<file path="src/rtl/fbc_pkg.sv">
package fbc_pkg;

    localparam int QUEUE_DEPTH = 4;
    localparam int QPTR_W      = $clog2(QUEUE_DEPTH);

    typedef enum logic [1:0] {
        MODE_LD_VIEW = 2'd0,
        MODE_LD_PROJ = 2'd1,
        MODE_BUILD   = 2'd2,
        MODE_VERTEX  = 2'd3
    } t_op;

    typedef struct packed {
        t_op         op;
        logic [3:0]  idx;
        logic [31:0] value;
        logic [31:0] vx;
        logic [31:0] vy;
        logic [31:0] vz;
        logic        last;
    } t_item;

    // one clip plane, a*x + b*y + c*z + d
    typedef struct packed {
        logic [33:0] a;
        logic [33:0] b;
        logic [33:0] c;
        logic [33:0] d;
    } t_plane;

    typedef enum logic [2:0] {
        S_IDLE,
        S_BUILD,
        S_DRAIN,
        S_PLANES,
        S_CORNER,
        S_CFIN,
        S_RES
    } t_state;

endpackage

</file>
<file path="src/rtl/fbc_queue.sv">
module fbc_queue
    import fbc_pkg::*;
(
    input  logic  i_clk,
    input  logic  i_rst_n,
    input  logic  i_push,
    input  t_item i_item,
    output logic  o_ready,
    output logic  o_valid,
    output t_item o_item,
    input  logic  i_pop
);

    t_item             r_mem [QUEUE_DEPTH];
    logic [QPTR_W-1:0] r_wr;
    logic [QPTR_W-1:0] r_rd;
    logic [QPTR_W:0]   r_cnt;
    logic              push_ok;
    logic              pop_ok;

    assign o_ready = (r_cnt != (QPTR_W+1)'(QUEUE_DEPTH));
    assign o_valid = (r_cnt != '0);
    assign o_item  = r_mem[r_rd];
    assign push_ok = i_push && o_ready;
    assign pop_ok  = i_pop && o_valid;

    always_ff @(posedge i_clk) begin
        if (!i_rst_n) begin
            r_wr  <= '0;
            r_rd  <= '0;
            r_cnt <= '0;
        end else begin
            if (push_ok) begin
                r_wr <= r_wr + 1'b1;
            end
            if (pop_ok) begin
                r_rd <= r_rd + 1'b1;
            end
            if (push_ok && !pop_ok) begin
                r_cnt <= r_cnt + 1'b1;
            end else if (pop_ok && !push_ok) begin
                r_cnt <= r_cnt - 1'b1;
            end
        end
    end

    always_ff @(posedge i_clk) begin
        if (push_ok) begin
            r_mem[r_wr] <= i_item;
        end
    end

endmodule

</file>
<file path="config.mk">
export PLATFORM = sky130hd
export DESIGN_NAME = fbc_queue
export DESIGN_NICKNAME = d
export VERILOG_FILES = /design/src/rtl/fbc_pkg.sv /design/src/rtl/fbc_queue.sv
export SDC_FILE = /design/constraint.sdc
export NUM_CORES = 1
export LEC_CHECK = 0
export BUFFER_PORTS_ARGS = -buffer_cell sky130_fd_sc_hd__buf_2
export CORE_MARGIN = 1.5
export CORE_UTILIZATION = 45
export CTS_BUF_LIST = sky130_fd_sc_hd__clkbuf_8 sky130_fd_sc_hd__clkbuf_16
export CTS_CLUSTER_SIZE = 16
export DETAILED_ROUTE_END_ITERATION = 7
export PLACE_DENSITY = 0.69
export SYNTH_ARGS = -nofsm -noshare
export SYNTH_HDL_FRONTEND = slang
export SYNTH_SLANG_ARGS = --single-unit
</file>
<file path="constraint.sdc">
create_clock -name i_clk -period 5.2 [get_ports i_clk]
set_input_delay 0.78 -clock i_clk [delete_from_list [all_inputs] [get_ports i_clk]]
set_output_delay 0.78 -clock i_clk [all_outputs]
set_load 0.005 [all_outputs]
</file>
# After elaboration in Yosys (flattened, before gate mapping)
# Memory sizes are Yosys's and may differ from the RTL's. A register that Yosys moved wholly into a read port is not among the register bits.
# Cells that the tools add are included.
[word_totals]
reg_bits = 7
ram_bits = 540
memories = 1
output_inout_bits = 137
[op_classes]
n_eq_ne = 1
n_reduce_logical = 8
n_addsub = 4
muxes = 6
[mem_list]
columns = ["memory", "words", "word_bits", "rd", "rd_clocked_by_memory_dff", "write_ports", "line_no", "rtl"]
rows = [
  ["r_mem", 4, 135, 1, 1, 1, "fbc_queue.sv:14", "t_item r_mem [QUEUE_DEPTH];"],
]
[ops]
columns = ["cell", "n"]
rows = [
  ["$mux W3", 2],
  ["$add A2 B1 Y2 const B", 2],
  ["$logic_and A1 B1 Y1", 4],
  ["$mux W2", 2],
  ["$add A3 B1 Y3 const B", 1],
  ["$ne A3 B3 Y1 const B", 1],
  ["$reduce_bool A3 Y1", 1],
  ["$sub A3 B1 Y3 const B", 1],
  ["$logic_not A1 Y1", 2],
  ["$mux W1", 2],
  ["$reduce_bool A2 Y1", 1],
]

# Longest topological paths before layout
[logic_depth]
word_depth = 6
depth_mapped = 8

# Worst setup path before layout
# No wires, ideal clock.
[synth_path]
kind = "in2reg"
from = "input port i_push"
to = "memory r_mem[2][0] (netlist bit) (enable)"
t_required_ns = 4.690
arrival_ns = 4.199
setup_time_ns = 0.510
cell_stages = 2
setup_slack_ns = 0.491
path_cell_list = "a21boi_2 > and2_1"
[synth_via]
elab_chain_cells = 3
[synth_lines]
columns = ["item", "line_no", "rtl"]
rows = [
  ["from (decl)", "fbc_queue.sv:6", "input logic i_push,"],
  ["$logic_and A1 B1 Y1", "fbc_queue.sv:24", "assign push_ok = i_push && o_ready;"],
  ["$mux W1", "fbc_queue.sv:48", "if (push_ok) begin"],
  ["$mux W1 (implied by the code)", "fbc_queue.sv:49", "r_mem[r_wr] <= i_item;"],
  ["to (decl)", "fbc_queue.sv:14", ""],
]
# No other way between the ends.

==> metrics.md <==
| Metric | Value |
|---|---|
| Run status | `finished clean` |
| Die Ht | `213.4 µm` |
| Power Density | `between 400 and 500 mW/mm²` |
| Critical Path Sink Type | `output port` |
| Post-CTS Setup Bufs | `0` |
| Final TNS setup | `0 ns` |
| Xor-xnor portion of the synthesized cell area | `0.1759%` |
| CP Data Required Time | `4.42 ns` |
| Final net count | `1,215` |
| Initial antenna violation count | `13` |
| DP Cell Count | `1,600` |
| Most used DFF post-synth | `edfxtp_1` |
| First-pass DRT Iterations | `4` |
| FMAX | `288.4 MHz` |
| Synthesized net count | `898` |
| Startpoint type of the worst setup path | `register` |
| Family with the most delay on the worst path | `flip-flops` |
| Initial DRC Count | `516` |
| Mapped Cells | `around 750` |
| Mapped cell area | `0.01992 mm²` |
| Ys async rst share | `0%` |
| Routed len/inst | `between 20 and 25 µm` |
| Fillers | `between 3,000 and 4,000` |
| # rows | `76` |
| Post-synthesis register bit count | `549` |
| Worst-Margin Slew | `1.098 ns` |
| Initial Util | `45.94%` |
| Clock power share | `a little under a third` |
| Top Ports | `276` |
| Clk sink count | `around 550` |
| Longest Clk Path Bufs | `3` |
| Max_slew headroom | `26.78%` |
| PostCTS Resize Cnt | `0` |
| GPL Wtd Cong | `0.6939` |
| Seq/Total Area, Yosys | `approximately 80%` |
| Hold wc startpoint | `i_item[100]` |
| Residual DRC | `0` |
| Critical Path Stages | `3` |
| R2r startpoint | `r_cnt[0]$_SDFFE_PN0P_` |
| Area grow syn2layout | `18.79%` |
| Final min period | `3.467 ns` |
| Critical path fanouts, max | `65` |
| Vias in the first global route | `9,283` |
| Post-Synth Adder-Cell Area | `0.4145%` |
| Clock Skews | `0.009557 ns` |
| Overall Global Routing Usage | `16.97%` |
| Leakage | `7.903 nW` |
| Reg2Reg Depth | `4` |
| Critical-path top delay cell | `dfxtp_4` |
| CTS Buf Count | `53` |
| Slew Viols, Final | `0` |
| Post-synth EDFFs | `540` |
| Period utilization | `66.67%` |
| Critical-path cell list | `buf_4 > mux4_2 > buf_2` |
| Post-synthesis compound-gate area fraction | `0.2010%` |
| Final setup violating endpoints | `0` |
| Average size of a mapped cell | `26.46 µm²` |
| Mux contribution to synthesized area | `roughly 15%` |
| Yosys warning count | `0` |
| Worst-path clk slew | `0.06 ns` |
| Largest net degree at the start of global routing | `86` |
| CTS tree | `done` |
| Largest family of logic cells by synthesized area | `multiplexers` |
| GRT overflow | `0` |
| Hold/Removal Path Class | `in2reg` |
| Switching portion of total power | `24.98%` |
| Max VDD drop | `0.3038 mV` |
| Critical path arrival | `2.69 ns` |
| Final antenna-violating net count | `0` |
| Maxcap violations | `0` |
| Seq pwr share | `between 40% and 50%` |
| Htree depth | `2` |
| IO Port Bufs | `275` |
| Combinational fraction of design power | `21.2%` |
| Net switching power | `2.880 mW` |
| Die ar. | `between 0.04 and 0.05 mm²` |
| RSZ-0062 raised after global routing | `no` |
| Global-route wire length before repair | `~57,000 µm` |
| Layout cell share with drive strength beyond 1 | `a little under half` |
| Final Hold Fails | `0` |
| Hold Worst Slack | `0.4168 ns` |
| CTS root buf | `clkbuf_16` |
| Post-synthesis simple-gate area fraction | `0.4585%` |
| Post-route insts no fill | `1,702` |
| Netlist cell types | `23` |
| Hold depth | `1` |
| Detailed Place HPWL | `23,300 µm` |
| Die X | `213.4 µm` |
| CORE AREA | `0.04336 mm²` |
| Bufs and invs on worst path | `2` |
| Critical path class | `reg2out` |
| Layout Utilization | `54.58%` |
| Pint | `approximately 8.7 mW` |
| Final Routed Wirelength | `38,470 µm` |
| Via Count | `8,937` |
| Via density | `5.251` |
| CP max stage delay | `0.98 ns` |
| Hold buffers post-CTS | `0` |
| Clock Latency Late Sink | `~0.58 ns` |
-- layout make-up --
cell class	instances	area [µm²]	area share [%]
Clock inverter	43	286.5	1.211
Tap cell	585	732.0	3.093
Antenna cell	6	15.01	0.06345
Sequential cell	549	16400	69.31
Clock buffer	53	1326	5.604
Multi-Input combinational cell	170	3329	14.07
Inverter	3	11.26	0.04758
Timing Repair Buffer	293	1562	6.598
-- per-layer routing --
metal / routed length (µm) / track usage, % / share of wire, %
met3: 3056 / 5.858 / 7.9
met2: 18150 / 25.96 / 47
met4: 701 / 4.274 / 1.8
met5: 127 / 0 / 0.33
met1: 16440 / 23.59 / 43
-- power by group through the flow --
stage / clock [mW] / sequential, mW / combinational, mW
after global routing: 3.81 / 5.56 / 2.66
after CTS: 3.66 / 5.53 / 2.52
after detailed placement: 0 / 5.62 / 2.51
after global placement: 0 / 5.59 / 2.51
final: 3.57 / 5.52 / 2.45
after floorplan: 0 / 5.59 / 1.56
-- Yosys cell counts, types with 2 or more instances --
cell type,count,share of area (%)
dfxtp_1,9,0.90
buf_6,7,0.40
or3_1,2,0.063
mux4_2,135,15
buf_2,15,0.38
ha_1,5,0.31
nand2_1,5,0.094
buf_4,2,0.075
xnor2_1,3,0.13
and2_1,8,0.25
edfxtp_1,540,81
inv_1,3,0.057
clkbuf_1,7,0.13
mux2i_1,3,0.15
-- registers in the layout, indices dropped and copies added (netlist names), named ones only --
| name | flops |
|---|---|
| r_cnt | 3 |
| r_wr | 2 |
| r_mem | 540 |
| r_rd | 2 |
-- stage by stage --
| stage | cell area (µm²) | total power [mW] | setup WS [ns] |
|---|---|---|---|
| floorplan | 19920 | 7.148 | 0.4908 |
| global placement | 22040 | 8.101 | 2.171 |
| detailed placement | 22040 | 8.131 | 2.136 |
| CTS | 23650 | 11.71 | 1.640 |
| global route | 23650 | 12.03 | 1.579 |
| finish | 23670 | 11.53 | 1.733 |
-- cells in the final DEF (no fill, tap or decap), drive strengths merged, types with 3 or more instances in the layout --
cell type and count:
dfxtp 9, edfxtp 540, buf 293, bufinv 4
clkbuf 53, mux2i 3, and2 8, mux4 135
inv 14, clkinv 28, xnor2 3, diode 6
ha 5, nand2 5
-- cell families after synthesis --
logic type	Yosys count
AO/OA/AOI/OAI	5
buffers and inverters	34
multiplexers	138
AND/OR/NAND/NOR	17
flip-flops	549
XOR/XNOR	4
adder cells (fa/ha/maj)	6
-- worst paths after layout --
kind | to | slack, ns
worst max-delay path | o_item[93] | 1.73
worst min-delay path | r_mem[1][100]$_DFFE_PP_ | 0.42
worst max register to register | r_mem[2][38]$_DFFE_PP_ | 2.46
worst min register to register | r_wr[1]$_SDFFE_PN0P_ | 0.50
(Power assumes the default switching activity.)
