[src/rtl/fbc_pkg.sv]
package fbc_pkg;

    localparam int QUEUE_DEPTH = 4;
    localparam int QPTR_W      = $clog2(QUEUE_DEPTH);

    typedef enum logic [1:0] {
        MODE_LD_VIEW = 2'd0,
        MODE_LD_PROJ = 2'd1,
        MODE_BUILD   = 2'd2,
        MODE_VERTEX  = 2'd3
    } t_op;

    typedef struct packed {
        t_op         op;
        logic [3:0]  idx;
        logic [31:0] value;
        logic [31:0] vx;
        logic [31:0] vy;
        logic [31:0] vz;
        logic        last;
    } t_item;

    // one clip plane, a*x + b*y + c*z + d
    typedef struct packed {
        logic [33:0] a;
        logic [33:0] b;
        logic [33:0] c;
        logic [33:0] d;
    } t_plane;

    typedef enum logic [2:0] {
        S_IDLE,
        S_BUILD,
        S_DRAIN,
        S_PLANES,
        S_CORNER,
        S_CFIN,
        S_RES
    } t_state;

endpackage

[src/rtl/fbc_front.sv]
module fbc_front
    import fbc_pkg::*;
(
    input  logic         i_clk,
    input  logic         i_rst_n,
    input  logic         i_valid,
    output logic         o_ready,
    input  logic [1:0]   i_mode,
    input  logic [135:0] i_data,
    input  logic         i_last,
    output logic         o_push,
    output t_item        o_item,
    input  logic         i_q_ready
);

    logic  r_valid;
    t_item r_item;
    t_item n_item;

    assign o_ready = !r_valid || i_q_ready;
    assign o_push  = r_valid;
    assign o_item  = r_item;

    always_comb begin
        n_item.op    = t_op'(i_mode);
        n_item.idx   = i_data[3:0];
        n_item.value = i_data[35:4];
        n_item.vx    = i_data[67:36];
        n_item.vy    = i_data[99:68];
        n_item.vz    = i_data[131:100];
        // tlast only means something on a vertex beat
        n_item.last  = i_last && (t_op'(i_mode) == MODE_VERTEX);
    end

    always_ff @(posedge i_clk) begin
        if (!i_rst_n) begin
            r_valid <= 1'b0;
        end else if (i_valid && o_ready) begin
            r_valid <= 1'b1;
        end else if (i_q_ready) begin
            r_valid <= 1'b0;
        end
    end

    always_ff @(posedge i_clk) begin
        if (i_valid && o_ready) begin
            r_item <= n_item;
        end
    end

endmodule

[config.mk]
export PLATFORM = sky130hd
export DESIGN_NAME = fbc_front
export DESIGN_NICKNAME = d
export VERILOG_FILES = /design/src/rtl/fbc_pkg.sv /design/src/rtl/fbc_front.sv
export SDC_FILE = /design/constraint.sdc
export NUM_CORES = 1
export LEC_CHECK = 0
export BUFFER_PORTS_ARGS = -buffer_cell sky130_fd_sc_hd__buf_4
export CAP_MARGIN = 30
export CORE_AREA = 2 2 109 111
export DETAILED_ROUTE_END_ITERATION = 12
export DIE_AREA = 0 0 111 113
export PLACE_DENSITY = 0.75
export REMOVE_ABC_BUFFERS = 1
export SLEW_MARGIN = 20
export SYNTH_ARGS = -nofsm -noshare
export SYNTH_HDL_FRONTEND = slang
export SYNTH_SLANG_ARGS = --single-unit
export TNS_END_PERCENT = 10
[constraint.sdc]
create_clock -name i_clk -period 5.51 [get_ports i_clk]
set_input_delay 0.8265 -clock i_clk [delete_from_list [all_inputs] [get_ports i_clk]]
set_output_delay 0.8265 -clock i_clk [all_outputs]
set_load 0.02 [all_outputs]
* After elaboration in Yosys (flattened, before gate mapping)
Index checks and enable logic that the tools add are counted.
Word-level totals: register bits after elaboration 136, input port bits 143, output and inout port bits 137, logic and storage cells 16
Cells by class: equality and inequality tests 1, mux-type cells 2, reduce and logical (&&, ||, !) cells 5
Operators with widths (number):
- $eq A2 B2 Y1 const B | 1
- $logic_and A1 B1 Y1 | 2
- $mux W1 | 2
- $reduce_bool A2 Y1 | 1
- $logic_not A1 Y1 | 1
- $logic_or A1 B1 Y1 | 1

* Longest topological paths before layout
Gate-level depths: netlist of run 1.
depth in word-level cells 4, mapped depth 2, depth with buffers taken out 2

* Worst setup path after synthesis of run 1
Ideal clock, no wire load.
path kind input-to-reg, from in i_q_ready, to reg r_item, in the netlist o_item[0], enable pin, setup time 401 ps, arrival 2007 ps, required time 5109 ps, path slack 3102 ps, stages on the path 2, buffers on the path 0, path through nand2b_4 and2_4
On the way: longest elaborated chain between the ends 2
Ends and longest elaborated chain:
- start, declared | line fbc_front.sv:13 | input logic i_q_ready
- $logic_or A1 B1 Y1 | line fbc_front.sv:20 | assign o_ready = !r_valid || i_q_ready;
- $logic_and A1 B1 Y1 | line fbc_front.sv:46 | if (i_valid && o_ready) begin
- end signal, assigned | line fbc_front.sv:47 | r_item <= n_item;
- end, declared | line fbc_front.sv:17 | t_item r_item;
No other way between the ends. A chain may end at the register's enable or synchronous reset.

* Worst setup path in the final report of run 1
from in i_q_ready, to reg r_item, in the netlist o_item[61], enable pin
Same word-level chain as after synthesis.

==> results.cfg, run 1 <==
[critical_path]
cp_max_fo = 48
required_ns = 5.54
crit_path_end_kind = register
critical_path_class = primary input to register
crit_family = simple AND/OR/NAND/NOR gates
worst_ep_arrival_time_ns = 2.21
crit_path_frequent_cell = buf_4
crit_chain = buf_4 -> nand2b_4 -> and2_4 -> buf_4
crit_buf_inv = 2
cp_slowest_cell = buf_4
cpPeakStageDelay_ns = 0.59
crit_path_start_kind = primary input

[clock_tree]
htreeDepth = 4
ctsResizeCount = 0
cts_inserted_buffers = 17
clkSlewWorstSetupHoldPaths_ns = 0.06
cts_tree = built
cts_hold_buffers = 0
cts_buffer_depth = 2
post_cts_buffers = 0
clock-sinks = 136
root_buffer = clkbuf_16
clk-insertion-delay-late_ns = 0.40

[layout]
n_antenna_cell = 0
layout-drive-gt1-share_pct = 68.8
synthToLayoutAreaGrowth_pct = 69.3
fillers = 845
final_area_um2 = 6970
instances_no_fill = 592
final_core_util_pct = 61.9
nets = 580

[logic_synthesis]
muxShareOfSynthArea_pct = 0
synth-xor-area-share_pct = 0
synth-simple-area-share_pct = 0.699
syn_avg_cell_area_um2 = 29.2
netlist_instances = 141
synth_fa_ha_area_share_pct = 0
synth_compound_area_share_pct = 0.273
synth_top_family_by_area = simple AND/OR/NAND/NOR gates
seq_area_frac_synth_pct = 98.9
ys_types = 7
ys_warn_count = 0
ys_ff_latch = 136
netlist_area_um2 = 4120

[die]
initial_core_util_pct = 36.5
die_y_um = 113
die_w_um = 111
pin_count = 280
dieArea_um2 = 12500
rows = 39
core_area_um2 = 11300

[global_routing]
grt_overflow = 0
grt_pass1_vias = 2644
grt_pass1_wl_mm = 15.0
grt_max_degree = 49
grt_use_total_pct = 16.3
antenna_found_initial = 0

[drt]
first_iter_violations = 103
drt-total-wl_mm = 10.4
ant_nets = 0
wl_per_cell_um = 17.5
vias_per_cell = 4.32
dr.pass1.iters = 4
vias = 2557
drc = 0

[placement]
placed_cells = 561
placedInstanceArea_um2 = 6390
portBuffers = 275
place_ws_ns = 2.90
place_congestion = 0.846

[sta]
drv_slew = 0
post-route-period-util_pct = 39.5
relSlewSlack_pct = 56.7
tns_ns = 0
fmax_ghz = 0.460
setup_viol = 0
rsz0062_at_grt = false
min_period_ns = 2.17
clock_skew_ns = 0.00655
setup_ws_ns = 3.34
hold_viol_final = 0
worst_slew_pin_slew_ns = 0.650

[power]
powerDensity_nw_per_um2 = 374
p_leak_nw = 2.95
vdd_drop_max_mv = 0.186

[run]
maxCapViolations = 0

[status]
status = complete, no violations

[worst_hold_path]
hp-class = register to register
==> where the power goes <==
part           total, mW  internal [mW]  switching [mW]
combinational      0.271          0.133           0.138
sequential          1.23           1.21          0.0177
clock               1.11          0.703           0.407
total               2.61           2.05           0.562
==> worst register-to-register path: cells and delay by family (launching register included) <==
kind,cells,cell delay (ns)
DFF,1,0.33
buffers and inverters,1,0.60
and+or+nand+nor,2,0.67
==> cells in the mapped netlist (all sizes together) <==
cell | number | area, µm²
edfxtp | 135 | 4050
a21boi | 1 | 11.3
and2 | 1 | 8.76
and3 | 1 | 6.26
dfxtp | 1 | 20.0
inv | 1 | 3.75
nand2b | 1 | 13.8
==> cell type report <==
| cell class | count | area [µm²] | share of cell area, % |
|---|---|---|---|
| multi-input cells | 4 | 40.0 | 0.574 |
| flip-flops and latches | 136 | 4070 | 58.4 |
| well taps | 143 | 179 | 2.57 |
| clock buffers | 17 | 425 | 6.10 |
| clock inverters | 14 | 159 | 2.28 |
| repair buffers | 277 | 2090 | 30.0 |
| inverters | 1 | 3.75 | 0.0538 |
==> per-layer routing <==
| layer | routed length [µm] | global-route usage, % | up-vias | share of wire, % |
|---|---|---|---|---|
| met4 | 123 | 6.33 | 0 | 1.2 |
| met1 | 3530 | 16.6 | 1201 | 34 |
| met5 | 0 | 0 | - | 0 |
| li1 | - | - | 1166 | - |
| met2 | 5470 | 28.4 | 178 | 53 |
| met3 | 1260 | 8.57 | 12 | 12 |
==> final timing paths <==
check	depth (start not counted)	startpoint	slack, ns	endpoint
setup reg to reg	3	o_push$_SDFFE_PN0P_	3.54	o_item[61]$_DFFE_PP_
hold reg to reg	2	o_push$_SDFFE_PN0P_	0.52	o_push$_SDFFE_PN0P_
hold / removal	2	o_push$_SDFFE_PN0P_	0.52	o_push$_SDFFE_PN0P_
setup / recovery	4	i_q_ready	3.34	o_item[61]$_DFFE_PP_
==> logic make-up after synthesis <==
group / Yosys count
DFF: 136
AOI/OAI and AO/OA: 1
buffers and inverters: 1
and+or+nand+nor: 3
==> cell usage in the layout (no fill, tap or decap) <==
| master | instances |
|---|---|
| a21boi_2 | 1 |
| and2_4 | 1 |
| and3_1 | 1 |
| buf_12 | 1 |
| buf_4 | 276 |
| bufinv_16 | 3 |
| clkbuf_16 | 17 |
| clkinv_1 | 2 |
| clkinv_2 | 3 |
| clkinv_4 | 1 |
| clkinvlp_4 | 5 |
| dfxtp_1 | 1 |
| edfxtp_1 | 135 |
| inv_1 | 1 |
| nand2b_4 | 1 |
==> metrics by stage <==
step                      total power [mW]  hold WS [ns]
after floorplan                       1.35         0.626
after global routing                  2.70         0.542
after CTS                             2.64         0.517
after detailed placement              1.53         0.505
after global placement                1.52         0.491
final                                 2.61         0.516
==> registers in the layout (all words and copies together) (netlist names) <==
signal  flops
o_item    135
o_push      1
Power figures use the tool's default switching activity.
==> run 2: changes to the inputs <==
- CORE_AREA: 2 2 109 111 -> unset
- CORE_ASPECT_RATIO: unset -> 0.6
- CORE_UTILIZATION: unset -> 37
- DIE_AREA: 0 0 111 113 -> unset
- PLACE_DENSITY: 0.75 -> 0.79
- clock period: 5.51 -> 1.9 ns (I/O delays scaled with it)
==> results.cfg, run 2 (synthesis results as in run 1) <==
[global_routing]
grt_pass1_wl_mm = 14.4
grt_max_degree = 57
grt_overflow = 0
grt_use_total_pct = 17.5
antenna_found_initial = 0
grt_pass1_vias = 2620

[clock_tree]
cts_buffer_depth = 2
clk-insertion-delay-late_ns = 0.41
ctsResizeCount = 0
htreeDepth = 4
root_buffer = clkbuf_16
cts_tree = built
clock-sinks = 136
cts_hold_buffers = 0
cts_inserted_buffers = 17
clkSlewWorstSetupHoldPaths_ns = 0.06
post_cts_buffers = 0

[sta]
setup_viol = 0
hold_ws_ns = 0.0477
drv_slew = 0
post-route-period-util_pct = 75.4
clock_skew_ns = 0.00923
rsz0062_at_grt = false
min_period_ns = 1.43
worst_slew_pin_slew_ns = 0.307
setup_ws_ns = 0.467
relSlewSlack_pct = 79.5
hold_viol_final = 0
fmax_ghz = 0.698

[critical_path]
critical_path_class = register to register
crit_family = simple AND/OR/NAND/NOR gates
cp_max_fo = 56
rrSetupSlack_ns = 0.47
crit_path_end_kind = register
r2r_end = o_item[101]$_DFFE_PP_
cpPeakStageDelay_ns = 0.34
cp_slowest_cell = dfxtp_1
required_ns = 1.98
crit_path_start_kind = register
crit_buf_inv = 1
ff2ff_path_depth = 3
crit_chain = nand2b_4 -> and2_4 -> buf_12
worst_ep_arrival_time_ns = 1.51
reg2reg_from = o_push$_SDFFE_PN0P_

[placement]
place_ws_ns = 0.403
hpwlAfterDp_mm = 7.48
place_congestion = 0.756
placed_cells = 558
placedInstanceArea_um2 = 6400
portBuffers = 275

[drt]
drt-total-wl_mm = 10.1
vias = 2572
drc = 30
ant_nets = 0
vias_per_cell = 4.36
first_iter_violations = 146
dr.pass1.iters = 9
wl_per_cell_um = 17.1

[layout]
nets = 581
instances_no_fill = 590
largest_reg_flops = 135
n_antenna_cell = 0
final_area_um2 = 6990
layout-drive-gt1-share_pct = 69.2
final_cell_mix = buf_4, edfxtp_1, clkbuf_16, clkinv_2
final_common_cell = buf_4
fillers = 758
synthToLayoutAreaGrowth_pct = 69.7

[power]
p_leak_nw = 2.97
vdd_drop_max_mv = 0.644
total_power_mw = 7.55
powerDensity_nw_per_um2 = 1080

[status]
violations = design-rule violations
status = finished with violations

[worst_hold_path]
hp-class = primary input to register
min_path_cells = 1
hold-path-endpoint = o_item[68]$_DFFE_PP_
min_from = i_data[39]

[die]
die_y_um = 83.7
dieArea_um2 = 11600
pin_count = 280
core_area_um2 = 10700
rows = 29
die_w_um = 138
initial_core_util_pct = 38.5

[run]
maxCapViolations = 0
[run 2: cell count changes in the layout (fill, tap and decap cells not counted), sizes merged]
cell / change
buf: +1
inv: +1
clkbuf: +3
clkinvlp: -3
bufinv: -1
clkinv: +1
[run 2: cell type report]
cell class / count / area [µm²] / area share [%]
Clock buffer: 20 / 457 / 6.54
Timing Repair Buffer: 278 / 2110 / 30.2
Inverter: 1 / 3.75 / 0.0537
Tap cell: 139 / 174 / 2.49
Clock inverter: 12 / 126 / 1.81
Sequential cell: 136 / 4070 / 58.3
Multi-Input combinational cell: 4 / 40.0 / 0.573
[run 2: per-layer routing]
layer	global-route usage, %	vias up	share of wire [%]
met5	0	-	0
met4	9.09	0	1.8
met3	8.15	18	11
met2	29.7	146	53
met1	18.4	1240	34
li1	-	1168	-
[run 2: through the flow]
step                TNS (ns)  util (%)
floorplan              -7.23         -
global placement           0      59.8
detailed placement         0      59.8
CTS                        0      65.3
global route               0      65.3
finish                     0      65.3
[run 2: worst max-delay path by stage]
stage	from	end	cells after the start
global placement	i_q_ready	o_item[32]$_DFFE_PP_	4
global route	o_push$_SDFFE_PN0P_	o_item[54]$_DFFE_PP_	3
CTS	o_push$_SDFFE_PN0P_	o_item[101]$_DFFE_PP_	3
floorplan	o_push$_SDFFE_PN0P_	o_item[0]$_DFFE_PP_	2
detailed placement	i_q_ready	o_item[15]$_DFFE_PP_	4
finish	o_push$_SDFFE_PN0P_	o_item[101]$_DFFE_PP_	3
[run 2: where the power goes]
| part | total, mW | internal (mW) | switching, mW | leakage (nW) |
|---|---|---|---|---|
| clock network | 3.20 | 2.00 | 1.20 | 0.286 |
| registers | 3.56 | 3.51 | 0.0477 | 1.31 |
| logic | 0.791 | 0.391 | 0.400 | 1.37 |
| total | 7.55 | 5.90 | 1.65 | 2.97 |
